<file path="config.mk">
export PLATFORM = sky130hd
export DESIGN_NAME = indexed_list_engine_top
export DESIGN_NICKNAME = d
export VERILOG_FILES = /design/src/ile_pkg.sv /design/src/ile_datapath.sv /design/src/ile_ctrl.sv /design/src/indexed_list_engine_top.sv
export SDC_FILE = /design/constraint.sdc
export NUM_CORES = 1
export LEC_CHECK = 0
export BUFFER_PORTS_ARGS = -buffer_cell sky130_fd_sc_hd__buf_2
export CAP_MARGIN = 20
export CORE_MARGIN = 3
export CORE_UTILIZATION = 50
export DETAILED_ROUTE_END_ITERATION = 12
export PLACE_DENSITY = 0.77
export SYNTH_ARGS = -nofsm -noshare
export SYNTH_HDL_FRONTEND = slang
export SYNTH_SLANG_ARGS = --single-unit
export TNS_END_PERCENT = 30
</file>
<file path="constraint.sdc">
create_clock -name clk -period 7.8 [get_ports clk]
set_input_delay 0 -clock clk [delete_from_list [all_inputs] [get_ports clk]]
set_output_delay 0 -clock clk [all_outputs]
set_load 0.05 [all_outputs]
</file>
<file path="src/ile_pkg.sv">
package ile_pkg;

    localparam int ILE_CAPACITY = 16;

    localparam int CMD_W = 3;
    localparam int IDX_W = 8;
    localparam int VAL_W = 32;
    localparam int ST_W  = 2;
    localparam int IN_W  = 48;

    localparam logic [CMD_W-1:0] CMD_GET      = 3'd0;
    localparam logic [CMD_W-1:0] CMD_INS_HEAD = 3'd1;
    localparam logic [CMD_W-1:0] CMD_INS_TAIL = 3'd2;
    localparam logic [CMD_W-1:0] CMD_INS_AT   = 3'd3;
    localparam logic [CMD_W-1:0] CMD_DEL      = 3'd4;

    localparam logic [ST_W-1:0] ST_DONE   = 2'd0;
    localparam logic [ST_W-1:0] ST_BADIDX = 2'd1;
    localparam logic [ST_W-1:0] ST_FULL   = 2'd2;

    localparam logic [VAL_W-1:0] NEG_ONE = 32'hFFFF_FFFF;

    typedef enum logic [1:0] {
        OP_NONE = 2'd0,
        OP_GET  = 2'd1,
        OP_INS  = 2'd2,
        OP_DEL  = 2'd3
    } op_t;

    typedef struct packed {
        logic load;
        logic decode;
        logic shift;
        logic publish;
    } ctrl_cmd_t;

    typedef struct packed {
        op_t  op;
        logic shift_done;
        logic out_busy;
    } ctrl_stat_t;

endpackage

</file>
<file path="src/ile_datapath.sv">
module ile_datapath
    import ile_pkg::*;
#(
    parameter int CAPACITY = ILE_CAPACITY,
    localparam int LEN_W  = $clog2(CAPACITY + 1),
    localparam int ADDR_W = $clog2(CAPACITY)
)
(
    input  logic              clk,
    input  logic              rst_n,
    input  ctrl_cmd_t         cmd,
    output ctrl_stat_t        stat,
    input  logic [CMD_W-1:0]  in_cmd,
    input  logic [IDX_W-1:0]  in_index,
    input  logic [VAL_W-1:0]  in_value,
    input  logic              m_tready,
    output logic              out_valid,
    output logic [VAL_W-1:0]  read_value,
    output logic [ST_W-1:0]   status,
    output logic [LEN_W-1:0]  length
);

    localparam logic [LEN_W-1:0] CAP_L = LEN_W'(CAPACITY);

    logic [VAL_W-1:0] mem [CAPACITY];

    logic [CMD_W-1:0]  cmd_reg;
    logic [IDX_W-1:0]  idx_reg;
    logic [VAL_W-1:0]  val_reg;
    op_t               op_reg, op_next;
    logic [ST_W-1:0]   st_reg, st_next;
    logic [ADDR_W-1:0] pos_reg, pos_next;
    logic [ADDR_W-1:0] ptr_reg, ptr_next;
    logic [ADDR_W-1:0] wr_addr_reg, wr_addr_next;
    logic              wr_valid_reg, wr_valid_next;
    logic [LEN_W-1:0]  count_reg, count_next;
    logic [VAL_W-1:0]  rd_data_reg;
    logic              out_valid_reg, out_valid_next;
    logic [VAL_W-1:0]  out_rv_reg;
    logic [ST_W-1:0]   out_st_reg;
    logic [LEN_W-1:0]  out_len_reg;

    op_t               dec_op;
    logic [ST_W-1:0]   dec_st;
    logic [ADDR_W-1:0] dec_pos;
    logic              idx_lt_cnt;
    logic              idx_le_cnt;
    logic              is_full;
    logic [LEN_W-1:0]  ptr_ext;
    logic              more;
    logic              shift_done;
    logic              mem_we;
    logic [ADDR_W-1:0] mem_waddr;
    logic [VAL_W-1:0]  mem_wdata;
    logic              mem_re;
    logic [ADDR_W-1:0] mem_raddr;

    assign idx_lt_cnt = {{LEN_W{1'b0}}, idx_reg} <  {{IDX_W{1'b0}}, count_reg};
    assign idx_le_cnt = {{LEN_W{1'b0}}, idx_reg} <= {{IDX_W{1'b0}}, count_reg};
    assign is_full    = (count_reg == CAP_L);

    always_comb
    begin
        dec_op  = OP_NONE;
        dec_st  = ST_DONE;
        dec_pos = '0;
        case (cmd_reg)
            CMD_GET:
            begin
                if (idx_lt_cnt) dec_op = OP_GET;
                else            dec_st = ST_BADIDX;
                dec_pos = idx_reg[ADDR_W-1:0];
            end
            CMD_INS_HEAD:
            begin
                if (is_full) dec_st = ST_FULL;
                else         dec_op = OP_INS;
            end
            CMD_INS_TAIL:
            begin
                if (is_full) dec_st = ST_FULL;
                else         dec_op = OP_INS;
                dec_pos = count_reg[ADDR_W-1:0];
            end
            CMD_INS_AT:
            begin
                if (!idx_le_cnt)  dec_st = ST_BADIDX;
                else if (is_full) dec_st = ST_FULL;
                else              dec_op = OP_INS;
                dec_pos = idx_reg[ADDR_W-1:0];
            end
            CMD_DEL:
            begin
                if (idx_lt_cnt) dec_op = OP_DEL;
                else            dec_st = ST_BADIDX;
                dec_pos = idx_reg[ADDR_W-1:0];
            end
            default:
            begin
                dec_op = OP_NONE;
            end
        endcase
    end

    // insert walks down from the tail, delete walks up from the hole
    assign ptr_ext = LEN_W'(ptr_reg);
    assign more = (op_reg == OP_INS) ? (ptr_reg > pos_reg)
                : (op_reg == OP_DEL) ? (LEN_W'(ptr_ext + LEN_W'(1)) < count_reg)
                : 1'b0;
    assign shift_done = !more && !wr_valid_reg;

    always_comb
    begin
        op_next        = op_reg;
        st_next        = st_reg;
        pos_next       = pos_reg;
        ptr_next       = ptr_reg;
        wr_addr_next   = wr_addr_reg;
        wr_valid_next  = wr_valid_reg;
        count_next     = count_reg;
        out_valid_next = out_valid_reg && !m_tready;
        mem_re         = 1'b0;
        mem_raddr      = dec_pos;
        mem_we         = 1'b0;
        mem_waddr      = wr_valid_reg ? wr_addr_reg : pos_reg;
        mem_wdata      = wr_valid_reg ? rd_data_reg : val_reg;

        if (cmd.decode)
        begin
            op_next       = dec_op;
            st_next       = dec_st;
            pos_next      = dec_pos;
            ptr_next      = (dec_op == OP_INS) ? count_reg[ADDR_W-1:0] : dec_pos;
            wr_valid_next = 1'b0;
            mem_re        = (dec_op == OP_GET);
        end

        if (cmd.shift)
        begin
            mem_raddr     = (op_reg == OP_INS) ? ADDR_W'(ptr_reg - ADDR_W'(1))
                                               : ADDR_W'(ptr_reg + ADDR_W'(1));
            mem_re        = more;
            wr_valid_next = more;
            wr_addr_next  = ptr_reg;
            if (more)
                ptr_next = mem_raddr;
            mem_we = wr_valid_reg || (shift_done && op_reg == OP_INS);
            if (shift_done)
            begin
                if (op_reg == OP_INS)
                    count_next = LEN_W'(count_reg + LEN_W'(1));
                else if (op_reg == OP_DEL)
                    count_next = LEN_W'(count_reg - LEN_W'(1));
            end
        end

        if (cmd.publish)
            out_valid_next = 1'b1;
    end

    always_ff @(posedge clk or negedge rst_n)
    begin
        if (!rst_n)
        begin
            count_reg     <= '0;
            wr_valid_reg  <= 1'b0;
            out_valid_reg <= 1'b0;
            op_reg        <= OP_NONE;
        end
        else
        begin
            count_reg     <= count_next;
            wr_valid_reg  <= wr_valid_next;
            out_valid_reg <= out_valid_next;
            op_reg        <= op_next;
        end
    end

    always_ff @(posedge clk)
    begin
        if (cmd.load)
        begin
            cmd_reg <= in_cmd;
            idx_reg <= in_index;
            val_reg <= in_value;
        end
        st_reg      <= st_next;
        pos_reg     <= pos_next;
        ptr_reg     <= ptr_next;
        wr_addr_reg <= wr_addr_next;
        if (cmd.publish)
        begin
            out_rv_reg  <= (op_reg == OP_GET) ? rd_data_reg : NEG_ONE;
            out_st_reg  <= st_reg;
            out_len_reg <= count_reg;
        end
    end

    always_ff @(posedge clk)
    begin
        if (mem_we)
            mem[mem_waddr] <= mem_wdata;
        if (mem_re)
            rd_data_reg <= mem[mem_raddr];
    end

    assign stat.op         = dec_op;
    assign stat.shift_done = shift_done;
    assign stat.out_busy   = out_valid_reg && !m_tready;

    assign out_valid  = out_valid_reg;
    assign read_value = out_rv_reg;
    assign status     = out_st_reg;
    assign length     = out_len_reg;

endmodule

</file>
<file path="src/ile_ctrl.sv">
module ile_ctrl
    import ile_pkg::*;
(
    input  logic       clk,
    input  logic       rst_n,
    input  logic       s_tvalid,
    output logic       s_tready,
    input  ctrl_stat_t stat,
    output ctrl_cmd_t  cmd
);

    typedef enum logic [3:0] {
        S_IDLE   = 4'b0001,
        S_DECODE = 4'b0010,
        S_SHIFT  = 4'b0100,
        S_FINISH = 4'b1000
    } state_t;

    state_t state_reg, state_next;

    always_comb
    begin
        state_next = state_reg;
        cmd        = '0;
        s_tready   = 1'b0;
        case (state_reg)
            S_IDLE:
            begin
                s_tready = 1'b1;
                cmd.load = s_tvalid;
                if (s_tvalid)
                    state_next = S_DECODE;
            end
            S_DECODE:
            begin
                cmd.decode = 1'b1;
                if (stat.op == OP_INS || stat.op == OP_DEL)
                    state_next = S_SHIFT;
                else
                    state_next = S_FINISH;
            end
            S_SHIFT:
            begin
                cmd.shift = 1'b1;
                if (stat.shift_done)
                    state_next = S_FINISH;
            end
            S_FINISH:
            begin
                // hold until the output register is free
                if (!stat.out_busy)
                begin
                    cmd.publish = 1'b1;
                    state_next  = S_IDLE;
                end
            end
            default:
            begin
                state_next = S_IDLE;
            end
        endcase
    end

    always_ff @(posedge clk or negedge rst_n)
    begin
        if (!rst_n)
            state_reg <= S_IDLE;
        else
            state_reg <= state_next;
    end

endmodule

</file>
<file path="src/indexed_list_engine_top.sv">
// Channel   Dir  Width  Contents
// s_axis    in   48     command beat: cmd, index, value
// m_axis    out  40     result beat: read_value, status, length
//
// A get, a rejected command or an unused code passes through accept, decode and
// finish. Its result beat is registered by the finish step.
// An insert or delete moves one list entry per cycle through the single-write-port
// list memory, in a shift step between decode and finish that lasts until the
// last move is written.
// One command is in flight at a time; the next is accepted while the previous
// result still waits in the output register. rst_n clears the length and all
// handshake state; list contents are not cleared. A stalled m_tready holds
// the result and stalls only the finish step of the next command.
module indexed_list_engine_top
    import ile_pkg::*;
#(
    parameter int CAPACITY = ILE_CAPACITY,
    localparam int LEN_W = $clog2(CAPACITY + 1),
    localparam int OUT_W = ((VAL_W + ST_W + LEN_W + 7) / 8) * 8
)
(
    input  logic             clk,
    input  logic             rst_n,
    input  logic             s_tvalid,
    output logic             s_tready,
    input  logic [IN_W-1:0]  s_tdata,   // cmd[2:0], index[10:3], value[42:11], zero pad
    output logic             m_tvalid,
    input  logic             m_tready,
    output logic [OUT_W-1:0] m_tdata    // read_value[31:0], status[33:32], length[38:34], pad
);

    ctrl_cmd_t        cmd;
    ctrl_stat_t       stat;
    logic [VAL_W-1:0] read_value;
    logic [ST_W-1:0]  status;
    logic [LEN_W-1:0] length;

    ile_ctrl u_ctrl (
        .clk      (clk),
        .rst_n    (rst_n),
        .s_tvalid (s_tvalid),
        .s_tready (s_tready),
        .stat     (stat),
        .cmd      (cmd)
    );

    // unpack the command beat straight into the datapath capture registers
    ile_datapath #(
        .CAPACITY (CAPACITY)
    ) u_datapath (
        .clk        (clk),
        .rst_n      (rst_n),
        .cmd        (cmd),
        .stat       (stat),
        .in_cmd     (s_tdata[CMD_W-1:0]),
        .in_index   (s_tdata[CMD_W+IDX_W-1:CMD_W]),
        .in_value   (s_tdata[CMD_W+IDX_W+VAL_W-1:CMD_W+IDX_W]),
        .m_tready   (m_tready),
        .out_valid  (m_tvalid),
        .read_value (read_value),
        .status     (status),
        .length     (length)
    );

    // pack the result beat, zero-filled to whole bytes
    assign m_tdata = OUT_W'({length, status, read_value});

endmodule

</file>
==> summary.txt <==
Setup path
  – Critical path required time: 8.18 ns
  – CP endpoint: u_datapath.rd_data_reg[26]
  – Reg2reg end: u_datapath.rd_data_reg[26]
  – CP Launch Point: u_ctrl.state_reg[0]
  – CP arrival: 5.00 ns
  – Max incr delay on CP: 0.64 ns
  – Crit end category: register
  – Startpoint types: register
  – Cell Chain, Critical Path: or4b_1, buf_4, clkinv_2, nand2_4, buf_4, buf_4, a21boi_0, o32ai_1, o32ai_1, a221o_1
  – R2r startpoint: u_ctrl.state_reg[0]
  – Kind of critical path: register to register
  – Crit path depth: 10
  – R2r setup slk: 3.18 ns
  – Worst r2r path cells: 10
  – Crit-path most repeated cell: buf_4
  – Top delay family on crit path: buffers and inverters
  – Buffer and inverter count on the worst path: 4
  – CP max FO: 72
  – CP max-delay cell: buf_4

Detailed routing
  – DRT Pass-1 Iters: 5
  – Initial drt markers: 1,784
  – Via density: 6.31
  – Residual DRC: 0
  – Drt wl/cell: 24.0 um
  – Via count: 16,400
  – Routed Antenna Nets: 0
  – Final WL: 62,100 um

GRT
  – Overflow after GRT: 0
  – Total GRT Usage: 21.7%
  – Largest net degree at the start of global routing: 157
  – Initial antenna violation count: 0
  – First-pass GRT wire length: 94,800 um
  – Vias in the first global route: 16,600

Final layout
  – Fin area: 30,500 um^2
  – Filler instances: 3,878
  – Register Area: 19,500 um^2
  – Top reg by flops: u_datapath.mem
  – Net count, final: 1,926
  – Share of cells above drive strength 1: 17.2%
  – Area grow syn2layout: 14.0%
  – # diodes: 0
  – Largest register FFs: 512
  – Area occupied by multi-input gates: 6770 um^2

Pwr
  – Leakage power: 0.0102 uW
  – PwrDens: 309 nW/um^2
  – Reg power frac: 45.7%
  – Comb pwr share: 22.6%
  – Switching Fraction: 29.3%
  – Maximum vdd drop: 0.165 mV
  – Pint: 6670 uW
  – Total power: 9430 uW
  – Clk pwr share: 31.7%
  – Net Sw Power: 2760 uW

CTS
  – H-tree depth reported by CTS: 2
  – Longest Clk Path Bufs: 3
  – CTS root buf: clkbuf_16
  – PostCTS Resize Cnt: 0
  – TritonCTS buffer count: 61
  – Clk sinks: 653
  – Worst-path clk slew: 0.06 ns
  – CTS tree: yes
  – Worst skew pair latency: 0.63 ns

STA
  – Final Critical Period: 4.62 ns
  – Slew margin rel.: 37.7%
  – RSZ-0062 raised after global routing: no
  – Setup TNS: 0 ns
  – F_max: 216 MHz
  – Setup Skew: 0.0212 ns
  – Max-slew violations: 0
  – Final hold violation count: 0
  – Final setup viols: 0
  – Period utilization: 59.2%
  – Slew @ Worst Pin: 0.934 ns

Floorplanning
  – Site Rows: 84
  – Initial Util: 50.8%
  – Total die area: 56,400 um^2
  – Die width: 237 um
  – Die Span Y: 237 um
  – Core area: 52,800 um^2
  – Io pins: 94

Logic synthesis
  – Seq/Total Area, Yosys: 72.8%
  – Leading area contributor after synthesis: edfxtp_1
  – YS warnings: 0
  – Syn Inst Count: 1,746
  – Dominant cells by area after synthesis: edfxtp_1 71%, nand2_1 2.9%, and3_1 2.4%
  – Share of Yosys cell area claimed by the top area cell type: 71.3%
  – Syn Area/Cell: 15.3 um^2
  – Cell area after synthesis: 26,800 um^2
  – EDFF count, synth: 636
  – Async SR Flop Fraction: 1.99%
  – Ys flop type: edfxtp_1
  – Yosys cell types: 68
  – Syn_nets: 1,819
  – Flop and latch count out of synthesis: 653

Run
  – Max-cap violations: 0

Place
  – Half-perimeter wire length after placement: 32,900 um
  – IO Port Bufs: 87
  – Cell Area, Placed: 28,000 um^2
  – GPL Wtd Cong: 0.809

Run status
  – Status: finished, final reports clean

Worst hold path
  – Hold crit path type: primary input to register
==> power by group through the flow <==
stage	clock [uW]	sequential [uW]	combinational (uW)
floorplan	0	4390	1510
global placement	0	4380	1980
detailed placement	0	4380	2090
CTS	3030	4310	2120
global route	3160	4320	2320
finish	2990	4310	2130
==> cell usage after synthesis (5+ instances only) <==
| cell type | instances |
|---|---|
| ha_1 | 19 |
| nor3_1 | 9 |
| dfrtp_1 | 12 |
| nor4_1 | 18 |
| buf_1 | 10 |
| a21oi_1 | 75 |
| buf_6 | 9 |
| edfxtp_1 | 636 |
| nor2_1 | 17 |
| nand2_1 | 207 |
| and3_1 | 101 |
| a221o_1 | 31 |
| o21ai_0 | 9 |
| inv_1 | 14 |
| nand3_1 | 10 |
| a32oi_1 | 63 |
| o32ai_2 | 25 |
| xnor2_1 | 6 |
| a21boi_0 | 64 |
| o32ai_1 | 37 |
| a311o_1 | 33 |
| mux2_2 | 35 |
| nand2b_1 | 36 |
| a21o_1 | 9 |
| a211oi_1 | 65 |
| mux2i_1 | 5 |
| a31oi_1 | 6 |
| clkbuf_1 | 92 |
| buf_2 | 25 |
==> cells in the final DEF, fill, tap and decap left out, types with 12 or more instances in the layout <==
| master | netlist | final |
|---|---|---|
| o32ai_1 | 37 | 37 |
| clkbuf_16 | 0 | 62 |
| clkinv_1 | 0 | 12 |
| nand2_1 | 207 | 206 |
| nor4_2 | 0 | 16 |
| o32ai_2 | 25 | 25 |
| a21boi_0 | 64 | 64 |
| and3_1 | 101 | 101 |
| dlygate4sd3_1 | 0 | 49 |
| a21oi_1 | 75 | 75 |
| clkinv_2 | 1 | 18 |
| a311o_1 | 33 | 33 |
| buf_4 | 2 | 45 |
| ha_1 | 19 | 19 |
| nand2b_1 | 36 | 36 |
| a32oi_1 | 63 | 63 |
| nor2_1 | 17 | 15 |
| a211oi_1 | 65 | 65 |
| inv_1 | 14 | 14 |
| buf_2 | 25 | 87 |
| edfxtp_1 | 636 | 636 |
| a221o_1 | 31 | 31 |
| mux2_2 | 35 | 35 |
==> how the worst min path moves through the flow <==
| stage | start | endpoint | slack (ns) | depth (start not counted) |
|---|---|---|---|---|
| floorplan | rst_n | u_ctrl.state_reg[1] | -0.30 | 0 |
| CTS | s_tdata[27] | u_datapath.val_reg[16] | 0.04 | 2 |
| global placement | rst_n | u_datapath.count_reg[4] | -0.10 | 1 |
| global route | s_tdata[38] | u_datapath.val_reg[27] | 0.06 | 2 |
| detailed placement | rst_n | u_datapath.count_reg[3] | -0.10 | 1 |
| finish | s_tdata[23] | u_datapath.val_reg[12] | 0.08 | 2 |
==> cell families after synthesis <==
| logic type | Yosys count | synth area share [%] |
|---|---|---|
| adder cells (fa/ha/maj) | 21 | 1.04 |
| other | 1 | 0.0140 |
| AND/OR/NAND/NOR | 420 | 7.78 |
| flip-flops | 653 | 72.8 |
| XOR/XNOR | 10 | 0.378 |
| AO/OA/AOI/OAI | 446 | 13.7 |
| multiplexers | 40 | 1.66 |
| buffers and inverters | 155 | 2.62 |
==> layout make-up <==
cell class              instances  share of cell area (%)
clock buffers                  68                    5.16
repair buffers                183                    4.22
well taps                     688                    2.82
inverters                      16                   0.201
flip-flops and latches        653                    63.9
multi-input cells             938                    22.2
clock inverters                47                    1.50
==> metal layers <==
layer / vias to the layer above / routed length, um / part of all wire, % / global-route usage (%)
met2: 683 / 31100 / 50 / 37.1
met4: 0 / 1940 / 3.1 / 8.00
li1: 7180 / - / - / -
met5: - / 0 / 0 / 0
met1: 8376 / 24800 / 40 / 28.0
met3: 134 / 4340 / 7.0 / 3.88
==> stage by stage <==
step                hold slack [ns]  utilization (%)  instances  worst slack (ns)
floorplan                    -0.296                -       1746              2.31
global placement             -0.102             53.1       2428              3.36
detailed placement           -0.102             53.1       2428              3.24
CTS                          0.0448             57.8       2592              3.23
global route                 0.0561             57.8       2593              2.91
finish                       0.0796             57.8       2593              3.18
==> what timing repair did <==
| action | 4_1_cts | 5_1_grt |
|---|---|---|
| hold endpoints to repair | 60 | 0 |
| hold buffers | 49 | 0 |
| setup buffers | 0 | 0 |
Note: power is estimated with default switching activity, not from simulation.
